<file path="src/rtl/csv_integer_field_parser_defines.svh">
// ----------------------------------------------------------------------------
// CSV integer field parser assertion macros
// Shared assertion wrappers. They sample on clk and are disabled while rst_n
// is low. In synthesis builds they expand to nothing.
// ----------------------------------------------------------------------------
`ifndef CSV_INTEGER_FIELD_PARSER_DEFINES_SVH
`define CSV_INTEGER_FIELD_PARSER_DEFINES_SVH

`ifndef SYNTHESIS
// Checks that a property holds at every clock edge out of reset.
`define CIFP_ASSERT(name, prop) \
    name: assert property (@(posedge clk) disable iff (!rst_n) (prop)) \
        else $error("cifp assertion failed");
// Checks that a condition never holds at a clock edge out of reset.
`define CIFP_NEVER(name, cond) \
    name: assert property (@(posedge clk) disable iff (!rst_n) !(cond)) \
        else $error("cifp forbidden condition seen");
`else
`define CIFP_ASSERT(name, prop)
`define CIFP_NEVER(name, cond)
`endif

`endif

</file>
<file path="src/rtl/cifp_pkg.sv">
// ----------------------------------------------------------------------------
// CSV integer field parser package
// Types, character codes, register indexes and reset values shared by the
// parser modules.
// ----------------------------------------------------------------------------
`default_nettype none

package cifp_pkg;

    localparam int BYTE_WIDTH       = 8;
    localparam int VALUE_WIDTH      = 32;
    localparam int LENGTH_WIDTH_DEF = 16;
    localparam int CFG_INDEX_WIDTH  = 2;

    localparam logic [BYTE_WIDTH-1:0] CH_LF    = 8'd10;
    localparam logic [BYTE_WIDTH-1:0] CH_CR    = 8'd13;
    localparam logic [BYTE_WIDTH-1:0] CH_SPACE = 8'd32;
    localparam logic [BYTE_WIDTH-1:0] CH_PLUS  = 8'd43;
    localparam logic [BYTE_WIDTH-1:0] CH_MINUS = 8'd45;
    localparam logic [BYTE_WIDTH-1:0] CH_ZERO  = 8'd48;
    localparam logic [BYTE_WIDTH-1:0] CH_NINE  = 8'd57;

    localparam logic [BYTE_WIDTH-1:0] SEPARATOR_RESET   = 8'd44;
    localparam logic [BYTE_WIDTH-1:0] QUOTE_CHAR_RESET  = 8'd34;
    localparam logic [BYTE_WIDTH-1:0] ESCAPE_CHAR_RESET = 8'd92;

    // Largest magnitudes for a positive and for a negative value.
    localparam logic [VALUE_WIDTH-1:0] MAG_LIMIT_POS = 32'h7FFF_FFFF;
    localparam logic [VALUE_WIDTH-1:0] MAG_LIMIT_NEG = 32'h8000_0000;

    typedef enum logic [CFG_INDEX_WIDTH-1:0] {
        REG_SEPARATOR   = 2'd0,
        REG_QUOTE_CHAR  = 2'd1,
        REG_ESCAPE_CHAR = 2'd2
    } cfg_index_t;

    typedef enum logic [1:0] {
        PH_SKIP   = 2'd0,
        PH_SIGN   = 2'd1,
        PH_DIGITS = 2'd2,
        PH_SCAN   = 2'd3
    } phase_t;

    typedef struct packed {
        logic [BYTE_WIDTH-1:0] separator;
        logic [BYTE_WIDTH-1:0] quote_char;
        logic [BYTE_WIDTH-1:0] escape_char;
    } cfg_t;

    // Per-field parse state, except the length counter whose width is a
    // module parameter.
    typedef struct packed {
        logic                   in_quote;
        logic                   take_literal;
        logic                   cr_pending;
        phase_t                 phase;
        logic                   negative;
        logic [VALUE_WIDTH-1:0] magnitude;
        logic                   overflowed;
    } field_state_t;

    typedef struct packed {
        logic                          emit;
        logic signed [VALUE_WIDTH-1:0] int_value;
        logic                          record_end;
        logic                          overflow;
    } field_result_t;

endpackage

`default_nettype wire

</file>
<file path="src/rtl/cifp_step.sv">
// ----------------------------------------------------------------------------
// CSV integer field parser step
// Next-state and result logic for one text byte: prefix handling, digit
// accumulation with saturation, and the quote-aware delimiter scan.
// ----------------------------------------------------------------------------
`default_nettype none

module cifp_step #(
    parameter int LENGTH_WIDTH = cifp_pkg::LENGTH_WIDTH_DEF
) (
    input  cifp_pkg::cfg_t                          cfg,
    input  cifp_pkg::field_state_t                  state,
    input  logic [LENGTH_WIDTH-1:0]                 length_count,
    input  logic [cifp_pkg::BYTE_WIDTH-1:0]         text_byte,
    output cifp_pkg::field_state_t                  state_next,
    output logic [LENGTH_WIDTH-1:0]                 length_next,
    output cifp_pkg::field_result_t                 result,
    output logic [LENGTH_WIDTH-1:0]                 result_length
);
    import cifp_pkg::*;

    localparam logic [LENGTH_WIDTH-1:0] LEN_MAX = {LENGTH_WIDTH{1'b1}};
    localparam int ACC_WIDTH = VALUE_WIDTH + 4;

    logic                    at_sign;
    logic                    sign_taken;
    logic                    at_digits;
    logic                    is_digit;
    logic                    digit_taken;
    logic                    do_scan;
    logic [ACC_WIDTH-1:0]    acc;
    logic [ACC_WIDTH-1:0]    acc_limit;
    logic [3:0]              digit;
    logic                    cr_hit;
    logic [LENGTH_WIDTH-1:0] len_after_cr;
    logic [LENGTH_WIDTH-1:0] len_counted;
    logic                    emit;
    logic                    rec_end;

    // The prefix sections fall into one another within the same byte.
    assign at_sign     = ((state.phase == PH_SKIP) && (text_byte != CH_SPACE))
                       || (state.phase == PH_SIGN);
    assign sign_taken  = at_sign && ((text_byte == CH_MINUS) || (text_byte == CH_PLUS));
    assign at_digits   = (at_sign && !sign_taken) || (state.phase == PH_DIGITS);
    assign is_digit    = (text_byte >= CH_ZERO) && (text_byte <= CH_NINE);
    assign digit_taken = at_digits && is_digit;
    assign do_scan     = (state.phase == PH_SCAN) || (at_digits && !is_digit);

    // magnitude * 10 + digit, as (m << 3) + (m << 1) + digit.
    assign digit     = 4'(text_byte - CH_ZERO);
    assign acc       = ({4'b0, state.magnitude} << 3) + ({4'b0, state.magnitude} << 1)
                     + {{VALUE_WIDTH{1'b0}}, digit};
    assign acc_limit = {4'b0, (state.negative ? MAG_LIMIT_NEG : MAG_LIMIT_POS)};

    assign cr_hit       = state.cr_pending && (text_byte == CH_LF);
    assign len_after_cr = (state.cr_pending && (length_count != LEN_MAX))
                        ? length_count + 1'b1 : length_count;
    assign len_counted  = (len_after_cr != LEN_MAX) ? len_after_cr + 1'b1 : len_after_cr;

    always_comb
    begin
        state_next  = state;
        length_next = length_count;
        emit        = 1'b0;
        rec_end     = 1'b0;
        result_length = length_count;

        if (sign_taken)
        begin
            state_next.phase = PH_DIGITS;
            if (text_byte == CH_MINUS)
            begin
                state_next.negative = 1'b1;
            end
        end
        else if (digit_taken)
        begin
            state_next.phase = PH_DIGITS;
            if (acc > acc_limit)
            begin
                state_next.magnitude  = acc_limit[VALUE_WIDTH-1:0];
                state_next.overflowed = 1'b1;
            end
            else
            begin
                state_next.magnitude = acc[VALUE_WIDTH-1:0];
            end
        end
        else if (do_scan)
        begin
            state_next.phase      = PH_SCAN;
            state_next.cr_pending = 1'b0;
            if (cr_hit)
            begin
                emit          = 1'b1;
                rec_end       = 1'b1;
                result_length = length_count;
            end
            else if (state.in_quote)
            begin
                length_next = len_counted;
                if (state.take_literal)
                begin
                    state_next.take_literal = 1'b0;
                end
                else if (text_byte == cfg.escape_char)
                begin
                    state_next.take_literal = 1'b1;
                end
                else if (text_byte == cfg.quote_char)
                begin
                    state_next.in_quote = 1'b0;
                end
            end
            else
            begin
                priority if (text_byte == cfg.quote_char)
                begin
                    state_next.in_quote = 1'b1;
                    length_next         = len_counted;
                end
                else if (text_byte == cfg.separator)
                begin
                    emit          = 1'b1;
                    result_length = len_after_cr;
                end
                else if (text_byte == CH_LF)
                begin
                    emit          = 1'b1;
                    rec_end       = 1'b1;
                    result_length = len_after_cr;
                end
                else if (text_byte == CH_CR)
                begin
                    state_next.cr_pending = 1'b1;
                    length_next           = len_after_cr;
                end
                else
                begin
                    length_next = len_counted;
                end
            end
        end

        // A finished field restarts the prefix; quote state carries over.
        if (emit)
        begin
            state_next.phase        = PH_SKIP;
            state_next.negative     = 1'b0;
            state_next.magnitude    = '0;
            state_next.overflowed   = 1'b0;
            state_next.take_literal = 1'b0;
            state_next.cr_pending   = 1'b0;
            length_next             = '0;
        end
    end

    assign result.emit       = emit;
    assign result.int_value  = state.negative ? $signed(32'd0 - state.magnitude)
                                              : $signed(state.magnitude);
    assign result.record_end = rec_end;
    assign result.overflow   = state.overflowed;

endmodule

`default_nettype wire

</file>
<file path="src/rtl/csv_integer_field_parser.sv">
// ----------------------------------------------------------------------------
// CSV integer field parser
// Splits a byte stream of delimited text into fields and returns the leading
// signed integer, the length and the record-end flag of every field.
// ----------------------------------------------------------------------------
//
//  Channel  | Signals                                       | Direction
//  ---------+-----------------------------------------------+----------
//  input    | in_valid, in_stall, text_byte                 | in
//  output   | out_valid, out_stall, int_value, field_length,| out
//           | record_end, overflow                          |
//  config   | cfg_we, cfg_index, cfg_wdata                  | in
//
// One byte per cycle while in_stall is low: a byte is captured in the input
// register, and the step logic loads its result, if it ends a field, into the
// output register. Parse state fed back through the step logic sets the rate.
// An asynchronous active-low reset restores the register reset values and
// clears all parse state. A stalled output holds its result; the input stalls
// only while a byte is waiting and the output register is full and stalled.
`default_nettype none

module csv_integer_field_parser #(
    parameter int LENGTH_WIDTH = cifp_pkg::LENGTH_WIDTH_DEF
) (
    input  logic                                    clk,
    input  logic                                    rst_n,
    // Configuration write port.
    input  logic                                    cfg_we,
    input  logic [cifp_pkg::CFG_INDEX_WIDTH-1:0]    cfg_index,
    input  logic [cifp_pkg::BYTE_WIDTH-1:0]         cfg_wdata,
    // Byte input channel.
    input  logic                                    in_valid,
    output logic                                    in_stall,
    input  logic [cifp_pkg::BYTE_WIDTH-1:0]         text_byte,
    // Field result channel.
    output logic                                    out_valid,
    input  logic                                    out_stall,
    output logic signed [cifp_pkg::VALUE_WIDTH-1:0] int_value,
    output logic [LENGTH_WIDTH-1:0]                 field_length,
    output logic                                    record_end,
    output logic                                    overflow
);
    import cifp_pkg::*;

    `include "csv_integer_field_parser_defines.svh"

    // Configuration registers.
    cfg_t cfg_reg;
    cfg_t cfg_next;

    // Input register.
    logic [BYTE_WIDTH-1:0] byte_reg;
    logic [BYTE_WIDTH-1:0] byte_next;
    logic                  byte_valid_reg;
    logic                  byte_valid_next;

    // Parse state.
    field_state_t            state_reg;
    field_state_t            state_next;
    logic [LENGTH_WIDTH-1:0] length_reg;
    logic [LENGTH_WIDTH-1:0] length_next;

    // Result register.
    logic                          out_valid_reg;
    logic                          out_valid_next;
    logic signed [VALUE_WIDTH-1:0] int_value_reg;
    logic signed [VALUE_WIDTH-1:0] int_value_next;
    logic [LENGTH_WIDTH-1:0]       field_length_reg;
    logic [LENGTH_WIDTH-1:0]       field_length_next;
    logic                          record_end_reg;
    logic                          record_end_next;
    logic                          overflow_reg;
    logic                          overflow_next;

    // Step logic outputs.
    field_state_t            step_state;
    logic [LENGTH_WIDTH-1:0] step_length;
    field_result_t           step_result;
    logic [LENGTH_WIDTH-1:0] step_result_length;

    logic out_free;
    logic advance;
    logic in_take;

    cifp_step #(
        .LENGTH_WIDTH (LENGTH_WIDTH)
    ) u_step (
        .cfg           (cfg_reg),
        .state         (state_reg),
        .length_count  (length_reg),
        .text_byte     (byte_reg),
        .state_next    (step_state),
        .length_next   (step_length),
        .result        (step_result),
        .result_length (step_result_length)
    );

    // The held byte is processed as soon as the result register can take
    // whatever it produces.
    assign out_free = !out_valid_reg || !out_stall;
    assign advance  = byte_valid_reg && out_free;
    assign in_stall = byte_valid_reg && !out_free;
    assign in_take  = in_valid && !in_stall;

    always_comb
    begin
        cfg_next = cfg_reg;
        if (cfg_we)
        begin
            unique case (cfg_index)
                REG_SEPARATOR:   cfg_next.separator   = cfg_wdata;
                REG_QUOTE_CHAR:  cfg_next.quote_char  = cfg_wdata;
                REG_ESCAPE_CHAR: cfg_next.escape_char = cfg_wdata;
                default:         cfg_next             = cfg_reg;
            endcase
        end
    end

    always_comb
    begin
        byte_next       = in_take ? text_byte : byte_reg;
        byte_valid_next = in_take ? 1'b1 : (advance ? 1'b0 : byte_valid_reg);

        state_next  = advance ? step_state : state_reg;
        length_next = advance ? step_length : length_reg;

        out_valid_next    = out_valid_reg && out_stall;
        int_value_next    = int_value_reg;
        field_length_next = field_length_reg;
        record_end_next   = record_end_reg;
        overflow_next     = overflow_reg;
        if (advance && step_result.emit)
        begin
            out_valid_next    = 1'b1;
            int_value_next    = step_result.int_value;
            field_length_next = step_result_length;
            record_end_next   = step_result.record_end;
            overflow_next     = step_result.overflow;
        end
    end

    always_ff @(posedge clk or negedge rst_n)
    begin
        if (!rst_n)
        begin
            cfg_reg.separator   <= SEPARATOR_RESET;
            cfg_reg.quote_char  <= QUOTE_CHAR_RESET;
            cfg_reg.escape_char <= ESCAPE_CHAR_RESET;
            byte_valid_reg      <= 1'b0;
            state_reg           <= '0;
            length_reg          <= '0;
            out_valid_reg       <= 1'b0;
        end
        else
        begin
            cfg_reg        <= cfg_next;
            byte_valid_reg <= byte_valid_next;
            state_reg      <= state_next;
            length_reg     <= length_next;
            out_valid_reg  <= out_valid_next;
        end
    end

    // Payload registers carry no reset.
    always_ff @(posedge clk)
    begin
        byte_reg         <= byte_next;
        int_value_reg    <= int_value_next;
        field_length_reg <= field_length_next;
        record_end_reg   <= record_end_next;
        overflow_reg     <= overflow_next;
    end

    assign out_valid    = out_valid_reg;
    assign int_value    = int_value_reg;
    assign field_length = field_length_reg;
    assign record_end   = record_end_reg;
    assign overflow     = overflow_reg;

    // A pending CR is only ever recorded outside a quoted section.
    `CIFP_NEVER(a_cr_outside_quote, state_reg.cr_pending && state_reg.in_quote)
    // A literal byte is only expected inside a quoted section.
    `CIFP_NEVER(a_literal_in_quote, state_reg.take_literal && !state_reg.in_quote)
    // The saturated magnitude of a positive value stays below 2^31.
    `CIFP_NEVER(a_mag_limit, (!state_reg.negative && state_reg.magnitude[VALUE_WIDTH-1])
        || (state_reg.magnitude > MAG_LIMIT_NEG))
    // Bytes are counted only once the prefix is over.
    `CIFP_NEVER(a_len_in_scan, (length_reg != '0) && (state_reg.phase != PH_SCAN))
    // A finished field always lands in the result register.
    `CIFP_ASSERT(a_emit_lands, (advance && step_result.emit) |=> out_valid_reg)

endmodule

`default_nettype wire
</file>
<file path="config.mk">
export PLATFORM = sky130hd
export DESIGN_NAME = csv_integer_field_parser
export DESIGN_NICKNAME = d
export VERILOG_FILES = /design/src/rtl/cifp_pkg.sv /design/src/rtl/cifp_step.sv /design/src/rtl/csv_integer_field_parser.sv
export VERILOG_INCLUDE_DIRS = /design/src /design/src/rtl
export SDC_FILE = /design/constraint.sdc
export NUM_CORES = 1
export LEC_CHECK = 0
export ABC_AREA = 1
export BUFFER_PORTS_ARGS = -buffer_cell sky130_fd_sc_hd__buf_2
export CAP_MARGIN = 20
export CORE_UTILIZATION = 25
export DETAILED_ROUTE_END_ITERATION = 7
export GPL_TIMING_DRIVEN = 0
export HOLD_SLACK_MARGIN = 0.15
export PLACE_DENSITY_LB_ADDON = 0.25
export SYNTH_ARGS = -nofsm -noshare
export SYNTH_HDL_FRONTEND = slang
export SYNTH_SLANG_ARGS = --single-unit
export TNS_END_PERCENT = 100
</file>
<file path="constraint.sdc">
create_clock -name clk -period 5.2 [get_ports clk]
set_input_delay 0.26 -clock clk [delete_from_list [all_inputs] [get_ports clk]]
set_output_delay 0.26 -clock clk [all_outputs]
set_load 0.1 [all_outputs]
</file>
* Word-level counts from Yosys, hierarchy flattened *
Cells that the tools add are included.

word-level totals
  flip-flop bits (word level) = 139
  word-level logic and storage cells = 160

operators by class
  $add $sub $neg = 6
  order comparisons = 3
  equality and inequality tests = 20
  multiplexer cells = 63
  bitwise gates (word level) = 4
  reduce and logical (&&, ||, !) cells = 46

operators with widths
  kind                                                                     number
  16-bit two-way mux                                                       20
  32-bit two-way mux                                                       3
  33-bit two-way mux                                                       2
  38-bit two-way mux                                                       1
  35-bit by 33-bit adder with 36-bit output                                1
  36-bit by 4-bit adder with 36-bit output                                 1
  36-bit by 32-bit greater-than comparator with 1-bit output               1
  16-bit by 1-bit adder with 16-bit output, second input constant          2
  16-bit inequality test, second input constant                            2
  1-bit by 32-bit subtractor with 32-bit output, first input constant      1
  1-bit two-way mux                                                        31
  8-bit equality test                                                      3
  8-bit by 4-bit equality test with 1-bit output, second input constant    2
  8-bit by 6-bit equality test with 1-bit output, second input constant    2
  2-bit nonzero test                                                       7
  1-bit logical AND                                                        13
  2-bit two-way mux                                                        5
  8-bit by 6-bit >= comparator with 1-bit output, second input constant    1
  8-bit by 6-bit <= comparator with 1-bit output, second input constant    1
  8-bit by 6-bit inequality test with 1-bit output, second input constant  1
  2-bit AND reduction                                                      4
  4-bit AND reduction                                                      2
  7-bit AND reduction                                                      1
  2-bit equality test, second input constant                               3
  15 further kinds                                                         32

* Longest topological paths before layout *
Gate-level depths: netlist of run 1.

  word-level depth = 15
  mapped depth = 30
  mapped depth without buffers = 29

* Modules after synthesis *
Synthesis of run 1 repeated with hierarchy kept, for this count alone.

unflattened totals
  cell total of the unflattened synthesis = 1715
  area total of the unflattened synthesis = 12176.7 µm²

modules (own cells, without submodules)
  module                    times used  cells each  area an instance (µm²)
  cifp_step                 1           1299        7161.9
  csv_integer_field_parser  1           416         5014.8

* Least setup slack after synthesis of run 1 *
Ideal clock, no wire load.

  kind = register -> register
  from = reg byte_reg[3]
  to = reg state_reg[10] in the netlist's numbering
  library setup time = 0.118 ns
  arrival = 3.836 ns
  slack = 1.246 ns
  cell stages (with the launch flop) = 30
  path buffers = 1
  cell sequence = edfxtp_1 > fa_1 > ha_1 > a21oi_1 > nand2_1 > a21oi_1 > inv_1 > nand2_1 > o211ai_1 > nand2_1 > nand3_1 > nand2_1 > inv_1 > ha_1 > nand4_1 > nor2_1 > nand2_1 > nor2_1 > nand2_1 > nand3_1 > nand2_1 > nand2_1 > nand2_1 > nand2_1 > nand2_1 > nand3_1 > nand2_1 > buf_2 > nand3_1 > nand2_1

on the way
  word-level cells in the longest chain between the ends = 14
  elaborated cells on any way between the ends = 39
  those cells by class = 2 x add/sub; 3 x order compare; 7 x eq/ne; 12 x mux; 15 x reduce/logical

ends and longest elaborated chain
  element                                                                                            RTL line                         RTL
  start, declared                                                                                    csv_integer_field_parser.sv:52   logic [BYTE_WIDTH-1:0] byte_reg;
  start signal, assigned                                                                             csv_integer_field_parser.sv:167  byte_reg <= byte_next;
  parallel branches: the longest is 14 deep, another holds 36-bit by 4-bit adder with 36-bit output  -
  end signal, assigned                                                                               csv_integer_field_parser.sv:158  state_reg <= state_next;
  end, declared                                                                                      csv_integer_field_parser.sv:58   field_state_t state_reg;

Several ways; the timed one is not identified. The select of a mux whose other input is x is not followed.
A chain may end at the register's enable or synchronous reset.

* Worst setup path in the final report of run 1 *
  from = reg byte_reg[3]
  to = reg state_reg[24] in the netlist's numbering

The elaborated chain is that of the path after synthesis.

==> flow_metrics.py, run 1 <==
metrics = {
    "status": {
        "status": "completed",
    },
    "critical_path": {
        "worstReg2RegEnd": "state_reg[24]$_DFFE_PN0P_",
        "endpoint": "state_reg[24]$_DFFE_PN0P_",
        "worst_setup_path_start_kind": "flip-flop",
        "rrSetupSlack_ns": 0.51,
        "critPathMostFrequentCell": "nand2_1",
        "crit_fanout": 10,
        "reg2reg_depth": 29,
        "crit_start": "byte_reg[3]$_DFFE_PP_",
        "cp_top_family": "simple AND/OR/NAND/NOR gates",
        "worstSetupPathDepth": 29,
        "critical_path_class": "flip-flop to flip-flop",
        "worst-endpoint-arrival_ns": 5.01,
        "r2r-start": "byte_reg[3]$_DFFE_PP_",
        "end_kind": "flip-flop",
        "cpPeakStageDelay_ns": 0.45,
        "path_buf_inv": 3,
        "worst_path_max_delay_cell": "edfxtp_1",
        "critPathRequiredTime_ns": 5.52,
    },
    "clock_network": {
        "cts_root_buf": "clkbuf_16",
        "cts_max_path_buffers": 2,
        "cts_inserted_buffers": 17,
        "clkLatencyLatePin_ns": 0.44,
        "clock-sinks": 139,
        "clkTransAtPathRegs_ns": 0.06,
        "cts_max_level": 4,
        "cts_tree": "yes",
    },
    "floorplanning": {
        "pin_count": 75,
        "row_count": 76,
        "die_y_um": 212.1,
        "die_width_um": 212.1,
        "die_area_um2": 44980,
        "initial_core_util_pct": 25.50,
        "coreArea_um2": 43270,
    },
    "yosys": {
        "syn_avg_cell_area_um2": 7.326,
        "synth_area_um2": 11030,
        "ys_seq_area_share_pct": 34.26,
        "synthTopCellsByCount": "404 x nand2_1, 184 x inv_1, 132 x nor2_1, 101 x nand3_1, 98 x ha_1",
        "synth_cells": 1506,
        "synth_edf_count": 58,
        "synthFlopType": "dfrtp_1",
        "synth-seq-cells": 139,
        "synth_warnings": 0,
        "synthTopCellsByArea": "dfrtp_1 16%, edfxtp_1 16%, nand2_1 14%",
        "synth.largest_area_cell": "dfrtp_1",
        "yosysMostFrequentCell": "nand2_1",
        "syn-num-nets": 1629,
        "synth_cell_types": 42,
        "synth_top_area_share_pct": 16.33,
        "async_flop_share_pct": 58.27,
    },
    "grt": {
        "antenna_found_initial": 2,
        "grt_pass1_vias": 9769,
        "grt_pass1_wl_um": 52610,
        "grt_use_total_pct": 15.09,
        "grt-ovfl-total": 0,
        "grt_start_max_net_pins": 44,
    },
    "cells_and_area": {
        "drive_gt1_share_pct": 11.85,
        "largest_reg_flops": 39,
        "fillers": 4717,
        "regArea_um2": 3781,
        "syn_to_final_growth_pct": 17.90,
        "layout.nets": 1747,
        "multi_input_area_um2": 6387,
    },
    "timing": {
        "rsz0062_at_grt": "no",
        "fmax_ghz": 0.2133,
        "slew_violations": 0,
        "setup_violations": 0,
        "slew_headroom_pct": 42.66,
        "clock_skew_ns": 0.01267,
        "fin_crit_sh_pct": 90.16,
        "whs_ns": 0.3431,
        "finalHoldViolations": 0,
        "max_slew.worst_pin.slew_ns": 0.8569,
        "period_needed_ns": 4.689,
    },
    "power": {
        "p_per_area_nw_per_um2": 537.7,
        "finalPower_mw": 6.994,
        "ir_worst_vdd_mv": 0.2925,
        "p_leak_nw": 6.524,
    },
    "routing": {
        "num_vias": 10110,
        "routedWlPerCell_um": 14.81,
        "drc": 0,
        "ant_nets": 0,
        "wl_um": 32940,
        "drtPass1Iterations": 5,
        "drt_iter0_markers": 486,
        "routed_via_density": 4.545,
    },
    "placed_design": {
        "io_buffers": 74,
        "gp_congestion": 0.9072,
        "hpwl_um": 26380,
    },
    "hold_path": {
        "hold_path_class": "primary input to flip-flop",
        "hold_path_startpoint": "cfg_index[1]",
    },
    "flow_run": {
        "cap_violations": 0,
    },
}
## layout make-up
cell class	instances	area share, %
Antenna cell	2	0.03848
Buffer	38	1.501
Clock buffer	19	3.482
Clock inverter	13	0.6733
Inverter	188	5.425
Multi-Input combinational cell	1141	49.11
Sequential cell	139	29.07
Tap cell	585	5.627
Timing Repair Buffer	99	5.079
## worst min-delay path by stage
stage,end,slack (ns),cells past startpoint
global placement,byte_reg[7]$_DFFE_PP_,0.44,1
global route,cfg_reg[16]$_DFFE_PN0P_,0.36,4
finish,cfg_reg[6]$_DFFE_PN1P_,0.34,4
CTS,cfg_reg[16]$_DFFE_PN0P_,0.31,4
floorplan,byte_valid_reg$_DFFE_PN0P_,-0.04,0
detailed placement,length_reg[14]$_DFFE_PN0P_,0.32,1
## per-stage QoR
step	cells	worst slack [ns]	utilization (%)	cell area, µm²	setup TNS, ns
after floorplan	1506	1.246	-	11030	0
after global placement	2165	-0.1520	28.05	12140	-1.372
after detailed placement	2167	-0.1761	28.16	12190	-2.289
after CTS	2218	0.05492	29.87	12920	0
after global routing	2224	0.007187	30.06	13010	0
final	2224	0.5114	30.06	13010	0
## worst register-to-register path: cells and delay by family, from the launching register on
family	cells	cell delay, ns
compound gates	3	0.55
fa+ha+maj	3	1.13
buf+inv	3	0.35
flops	1	0.45
simple gates	20	2.10
## power breakdown
| part | internal [mW] | switching, mW | total (mW) |
|---|---|---|---|
| registers | 1.50 | 0.296 | 1.79 |
| clock network | 0.637 | 0.509 | 1.15 |
| logic | 1.56 | 2.49 | 4.05 |
| total | 3.70 | 3.30 | 6.99 |
## timing repair
| action | CTS | global route |
|---|---|---|
| setup endpoints to repair | 30 | 32 |
| gates resized for setup | 2 | 9 |
| pin swaps | 0 | 1 |
| setup buffers | 0 | 3 |
| hold endpoints to repair | 64 | 0 |
| hold buffers | 19 | 0 |
## layer usage
layer,part of all wire (%),track usage [%]
met5,0,0
met4,1.2,3.773
met3,4.4,2.482
met2,44,23.64
met1,51,21.40
## placed cells by master (no fill, tap or decap), drive strengths merged
cell / n
a211oi: 1
a21boi: 3
a21o: 2
a21oi: 66
a31oi: 7
and2: 1
buf: 101
clkbuf: 36
clkinv: 6
clkinvlp: 1
dfrtp: 72
dfstp: 9
diode: 2
dlygate4sd3: 19
edfxtp: 58
fa: 2
ha: 98
inv: 194
nand2: 417
nand3: 102
nand3b: 5
nand4: 54
nor2: 150
nor3: 21
nor4: 6
o2111ai: 1
o211ai: 2
o21a: 2
o21ai: 106
o21bai: 10
or2: 8
xnor2: 27
xor2: 50
## logic make-up after synthesis
| group | synth area share (%) |
|---|---|
| AND/OR/NAND/NOR | 30.23 |
| buffers and inverters | 8.108 |
| AO/OA/AOI/OAI | 9.809 |
| flip-flops | 34.26 |
| adder cells (fa/ha/maj) | 11.48 |
| XOR/XNOR | 6.113 |
Note: power is estimated with default switching activity, not from simulation.
==> inputs of run 2 (changes only) <==
--- a/config.mk
+++ b/config.mk
@@ -6,11 +6,11 @@
 export SDC_FILE = /design/constraint.sdc
 export NUM_CORES = 1
 export LEC_CHECK = 0
-export ABC_AREA = 1
 export BUFFER_PORTS_ARGS = -buffer_cell sky130_fd_sc_hd__buf_2
 export CAP_MARGIN = 20
 export CORE_UTILIZATION = 25
 export DETAILED_ROUTE_END_ITERATION = 7
+export GPL_ROUTABILITY_DRIVEN = 1
 export GPL_TIMING_DRIVEN = 0
 export HOLD_SLACK_MARGIN = 0.15
 export PLACE_DENSITY_LB_ADDON = 0.25
==> flow_metrics.py, run 2 <==
metrics = {
    "grt": {
        "grt_start_max_net_pins": 44,
        "grt_pass1_wl_um": 48240,
        "antenna_found_initial": 0,
        "grt-ovfl-total": 0,
        "grt_pass1_vias": 8712,
        "grt_use_total_pct": 14.69,
    },
    "clock_network": {
        "clkLatencyLatePin_ns": 0.44,
        "cts_root_buf": "clkbuf_16",
        "cts_inserted_buffers": 17,
        "cts_max_path_buffers": 2,
        "cts_max_level": 4,
        "cts_tree": "yes",
        "clkTransAtPathRegs_ns": 0.07,
        "clock-sinks": 139,
    },
    "yosys": {
        "ys_seq_area_share_pct": 36.95,
        "synthFlopType": "dfrtp_1",
        "synthTopCellsByCount": "98 x ha_1, 80 x nand2_1, 73 x xnor2_1, 72 x dfrtp_1, 69 x a21oi_1",
        "async_flop_share_pct": 58.27,
        "syn-num-nets": 1175,
        "yosysMostFrequentCell": "ha_1",
        "syn_avg_cell_area_um2": 9.725,
        "synth_area_um2": 10230,
        "synth_top_area_share_pct": 17.61,
        "synth_cell_types": 78,
        "synth_warnings": 0,
        "synth-seq-cells": 139,
        "synth_edf_count": 58,
        "synth_cells": 1052,
        "synthTopCellsByArea": "dfrtp_1 18%, edfxtp_1 17%, ha_1 12%",
        "synth.largest_area_cell": "dfrtp_1",
    },
    "status": {
        "status": "finished with violations",
        "violations": "setup timing",
    },
    "timing": {
        "finalHoldViolations": 0,
        "whs_ns": 0.1489,
        "period_needed_ns": 5.531,
        "clock_skew_ns": 0.02289,
        "fmax_ghz": 0.1808,
        "fin_crit_sh_pct": 106.4,
        "rsz0062_at_grt": "yes",
        "setup_violations": 33,
        "slew_headroom_pct": 31.53,
        "postLayoutSetupSlackWorst_ns": -0.3312,
        "slew_violations": 0,
        "max_slew.worst_pin.slew_ns": 1.016,
    },
    "cells_and_area": {
        "final_cell_mix": "96 x ha_1, 83 x buf_2, 79 x nand2_1",
        "antennaDiodeCount": 0,
        "final_common_cell": "ha_1",
        "largest_reg_flops": 39,
        "drive_gt1_share_pct": 20.32,
        "post-route-cell-area_um2": 12630,
        "layout.nets": 1316,
        "final_core_util_pct": 31.56,
        "syn_to_final_growth_pct": 23.42,
        "fin_cells": 1731,
    },
    "routing": {
        "wl_um": 29990,
        "num_vias": 8754,
        "routedWlPerCell_um": 17.33,
        "drtPass1Iterations": 5,
        "routed_via_density": 5.057,
        "drc": 0,
        "ant_nets": 0,
        "drt_iter0_markers": 533,
    },
    "floorplanning": {
        "die_width_um": 204.3,
        "pin_count": 75,
        "row_count": 73,
        "initial_core_util_pct": 25.57,
        "die_y_um": 204.3,
        "coreArea_um2": 40010,
        "die_area_um2": 41740,
    },
    "critical_path": {
        "rrSetupSlack_ns": -0.33,
        "crit_start": "state_reg[1]$_DFFE_PN0P_",
        "crit_fanout": 10,
        "worst_setup_path_start_kind": "flip-flop",
        "crit_chain": "fa_2, buf_6, fa_2, a21oi_4, nor2_2, o31a_1, o21ai_2, o21ai_4, a21oi_4, o21bai_1, xor2_1, ha_1, nand4_1, buf_4, or3_4, nor4_2, o211ai_1, or4_4, and3_4, buf_6, a221o_1",
        "cpPeakStageDelay_ns": 0.52,
        "critical_path_class": "flip-flop to flip-flop",
        "worst-endpoint-arrival_ns": 5.84,
        "critPathRequiredTime_ns": 5.51,
        "worst_path_max_delay_cell": "fa_2",
        "r2r-start": "state_reg[1]$_DFFE_PN0P_",
        "reg2reg_depth": 21,
        "worstReg2RegEnd": "state_reg[21]$_DFFE_PN0P_",
        "end_kind": "flip-flop",
    },
    "placed_design": {
        "dp.cells": 1654,
        "hpwl_um": 22200,
        "io_buffers": 74,
        "post_dp_cell_area_um2": 11360,
        "gp_congestion": 0.8419,
    },
    "power": {
        "p_comb_share_pct": 30.0,
        "ir_worst_vdd_mv": 0.1825,
        "clockPowerShare_pct": 33.6,
        "power_switching_mw": 1.213,
        "finalPower_mw": 3.774,
        "power.share.sequential_pct": 36.4,
        "swShare_pct": 32.15,
        "intPower_mw": 2.560,
        "p_leak_nw": 5.390,
        "p_per_area_nw_per_um2": 298.8,
    },
    "hold_path": {
        "holdPathStages": 3,
        "hold_path_class": "primary input to flip-flop",
        "min_to": "out_valid$_DFF_PN0_",
        "hold_path_startpoint": "out_stall",
    },
    "flow_run": {
        "cap_violations": 0,
    },
}
## run 2: changes by cell type in the layout (fill, tap and decap cells not counted), sizes merged, moves of 14 or more
cell / before / now
xor2: 50 / 32
nand3: 102 / 27
nand2: 417 / 80
clkbuf: 36 / 52
o21ai: 106 / 61
nor2: 150 / 66
and3: 0 / 14
xnor2: 27 / 73
buf: 101 / 123
o31ai: 0 / 18
inv: 194 / 31
a221o: 0 / 31
nand4: 54 / 29
mux2: 0 / 25
## run 2: logic make-up after synthesis
group / count (synthesis) / share of synthesized area, %
AO/OA/AOI/OAI: 278 / 18.93
XOR/XNOR: 105 / 8.989
adder cells (fa/ha/maj): 100 / 12.38
buffers and inverters: 78 / 3.339
flip-flops: 139 / 36.95
multiplexers: 32 / 3.436
AND/OR/NAND/NOR: 320 / 15.98
## run 2: how the worst max path moves through the flow
stage,depth (start not counted),slack (ns),to
6_report,21,-0.33,state_reg[21]$_DFFE_PN0P_
5_1_grt,21,-0.53,state_reg[9]$_DFFE_PN0P_
3_5_place_dp,22,-1.30,state_reg[2]$_DFFE_PN0P_
3_3_place_gp,10,-2.66,state_reg[10]$_DFFE_PN0P_
4_1_cts,22,-0.27,state_reg[3]$_DFFE_PN0P_
2_1_floorplan,21,0.01,state_reg[6]$_DFFE_PN0P_
## run 2: per-stage QoR
stage	TNS, ns	worst slack [ns]
after floorplan	0	0.01072
after global placement	-138.86	-2.662
after detailed placement	-40.86	-1.298
after CTS	-7.891	-0.2687
after global routing	-16.32	-0.5266
final	-9.783	-0.3312
## run 2: routing by layer
layer  track usage [%]  wire length (µm)  vias up
met5                 0                 0        -
met3             2.376               994       23
met2             22.25             13190      181
li1                  -                 -     4277
met4             3.545               320        0
met1             21.53             15480     4273
## run 2: timing repair
action                                  4_1_cts  5_1_grt
hold endpoints to repair                     71        0
hold buffers                                 19        0
gates cloned                                  2        0
endpoints found under the setup margin       33       33
resized for setup                            31       28
setup buffers                                18        8
pin swaps                                    18       22
## run 2: critical path: cells and delay by family, from the launching register on
family	cells	cell delay, ns
adder cells (fa/ha/maj)	3	1.26
AO/OA/AOI/OAI	8	1.48
AND/OR/NAND/NOR	6	1.56
buffers and inverters	3	0.46
XOR/XNOR	1	0.17
flip-flops	1	0.45
## run 2: cell type report
cell class / instances / area [µm²]
clock buffers: 21 / 508.0
plain buffers: 49 / 255.2
repair buffers: 124 / 879.6
flip-flops and latches: 139 / 3785
well taps: 525 / 656.9
fillers: 4158 / 27380
clock inverters: 11 / 101.3
multi-input cells: 835 / 6340
inverters: 27 / 101.3
## run 2: power by group through the flow
| stage | Sequential (mW) | Clock [mW] | Combinational (mW) |
|---|---|---|---|
| after floorplan | 1.37 | 0 | 0.785 |
| after global placement | 1.40 | 0 | 1.03 |
| after detailed placement | 1.40 | 0 | 1.04 |
| after CTS | 1.37 | 1.30 | 1.11 |
| after global routing | 1.38 | 1.34 | 1.27 |
| final | 1.37 | 1.27 | 1.13 |
==> inputs of run 3 (changes only) <==
--- a/config.mk
+++ b/config.mk
@@ -14,6 +14,7 @@
 export GPL_TIMING_DRIVEN = 0
 export HOLD_SLACK_MARGIN = 0.15
 export PLACE_DENSITY_LB_ADDON = 0.25
+export RECOVER_POWER = 25
 export SYNTH_ARGS = -nofsm -noshare
 export SYNTH_HDL_FRONTEND = slang
 export SYNTH_SLANG_ARGS = --single-unit
==> flow_metrics.py, run 3 (synthesized netlist as in run 2, its figures left out) <==
metrics = {
    "status": {
        "status": "finished with violations",
        "violations": "setup timing",
    },
    "cells_and_area": {
        "post-route-cell-area_um2": 12620,
        "largest_reg_flops": 39,
        "antennaDiodeCount": 0,
        "final_cell_mix": "96 x ha_1, 81 x buf_2, 79 x nand2_1",
        "final_common_cell": "ha_1",
        "syn_to_final_growth_pct": 23.39,
        "fin_cells": 1731,
        "layout.nets": 1316,
        "drive_gt1_share_pct": 20.15,
    },
    "power": {
        "ir_worst_vdd_mv": 0.1825,
        "p_leak_nw": 5.385,
        "p_per_area_nw_per_um2": 298.9,
    },
    "routing": {
        "ant_nets": 0,
        "drc": 0,
        "drt_iter0_markers": 533,
        "routed_via_density": 5.057,
        "drtPass1Iterations": 5,
        "routedWlPerCell_um": 17.33,
        "wl_um": 30000,
        "num_vias": 8753,
    },
    "grt": {
        "antenna_found_initial": 0,
        "grt_start_max_net_pins": 44,
        "grt_pass1_wl_um": 48240,
        "grt-ovfl-total": 0,
        "grt_use_total_pct": 14.69,
        "grt_pass1_vias": 8712,
    },
    "placed_design": {
        "gp_congestion": 0.8419,
        "hpwl_um": 22200,
        "io_buffers": 74,
        "dp.cells": 1654,
        "post_dp_cell_area_um2": 11360,
        "post-place-ws_ns": -1.298,
    },
    "floorplanning": {
        "die_width_um": 204.3,
        "initial_core_util_pct": 25.57,
        "die_area_um2": 41740,
        "pin_count": 75,
        "row_count": 73,
        "die_y_um": 204.3,
        "coreArea_um2": 40010,
    },
    "critical_path": {
        "rrSetupSlack_ns": -0.33,
        "worst_setup_path_start_kind": "flip-flop",
        "cp_top_family": "simple AND/OR/NAND/NOR gates",
        "critPathRequiredTime_ns": 5.51,
        "path_buf_inv": 3,
        "crit_chain": "fa_2, buf_6, fa_2, a21oi_4, nor2_2, o31a_1, o21ai_2, o21ai_4, a21oi_4, o21bai_1, xor2_1, ha_1, nand4_1, buf_4, or3_4, nor4_2, o211ai_1, or4_4, and3_4, buf_6, a221o_1",
        "crit_fanout": 10,
        "critical_path_class": "flip-flop to flip-flop",
        "cpPeakStageDelay_ns": 0.52,
        "worst_path_max_delay_cell": "fa_2",
        "worst-endpoint-arrival_ns": 5.84,
        "end_kind": "flip-flop",
    },
    "hold_path": {
        "hold_path_class": "primary input to flip-flop",
    },
    "timing": {
        "fin_crit_sh_pct": 106.4,
        "tns_ns": -9.811,
        "max_slew.worst_pin.slew_ns": 1.016,
        "setup_violations": 33,
        "period_needed_ns": 5.532,
        "rsz0062_at_grt": "yes",
        "finalHoldViolations": 0,
        "slew_violations": 0,
        "clock_skew_ns": 0.02290,
        "fmax_ghz": 0.1808,
        "whs_ns": 0.1489,
        "slew_headroom_pct": 31.53,
        "postLayoutSetupSlackWorst_ns": -0.3316,
    },
    "clock_network": {
        "clkTransAtPathRegs_ns": 0.07,
        "cts_max_path_buffers": 2,
        "clkLatencyLatePin_ns": 0.44,
        "cts_root_buf": "clkbuf_16",
        "clock-sinks": 139,
        "cts_max_level": 4,
        "cts_inserted_buffers": 17,
        "cts_tree": "yes",
    },
    "flow_run": {
        "cap_violations": 0,
    },
}
-- run 3: changes by cell type in the layout (fill, tap and decap cells not counted), sizes merged --
cell    change
buf         -2
clkbuf      +2
-- run 3: per-layer routing --
layer / up-vias / track usage, % / part of all wire (%)
met5: - / 0 / 0
met4: 0 / 3.545 / 1.1
met3: 23 / 2.376 / 3.3
met2: 184 / 22.25 / 44
met1: 4269 / 21.53 / 52
li1: 4277 / - / -
-- run 3: path summary, 6_finish.rpt --
check / to / depth (start not counted) / start
setup / recovery: state_reg[21]$_DFFE_PN0P_ / 21 / state_reg[1]$_DFFE_PN0P_
hold / removal: out_valid$_DFF_PN0_ / 3 / out_stall
setup reg to reg: state_reg[21]$_DFFE_PN0P_ / 21 / state_reg[1]$_DFFE_PN0P_
hold reg to reg: state_reg[37]$_DFFE_PN0P_ / 1 / state_reg[37]$_DFFE_PN0P_
max in group asynchronous: cfg_reg[18]$_DFFE_PN1P_ / 3 / rst_n
min in group asynchronous: length_reg[6]$_DFFE_PN0P_ / 2 / rst_n
-- run 3: metrics by stage --
step / total power, mW / util (%)
3_3_place_gp: 2.427 / 28.20
5_1_grt: 3.999 / 31.56
3_5_place_dp: 2.435 / 28.40
2_1_floorplan: 2.155 / -
4_1_cts: 3.784 / 31.09
6_report: 3.773 / 31.56
-- run 3: final cells by class --
cell class	instances	area, µm²
buffer	49	255.2
clock buffer	21	508.0
clock inverter	11	101.3
fill	4156	27380
inverter	27	101.3
multi-input combinational	835	6340
sequential	139	3785
tap	525	656.9
timing repair buffer	124	877.1
-- run 3: report_power, final --
group | switching (mW) | internal (mW) | leakage [nW]
Sequential | 0.0820 | 1.29 | 1.55
Clock | 0.517 | 0.752 | 0.299
Combinational | 0.614 | 0.516 | 3.54
Total | 1.21 | 2.56 | 5.38
-- run 3: what timing repair did --
| item | in CTS | in global routing |
|---|---|---|
| setup buffers | 18 | 8 |
| pin swaps | 18 | 22 |
| endpoints found under the setup margin | 33 | 33 |
| resized for setup | 31 | 28 |
| hold buffers | 19 | 0 |
| endpoints found under the hold margin | 71 | 0 |
| gates cloned | 2 | 0 |
-- run 3: tightest hold or removal path, cell delays in order --
cell	delay, ns
buf_2	0.09
nand2_1	0.10
o21ai_0	0.10
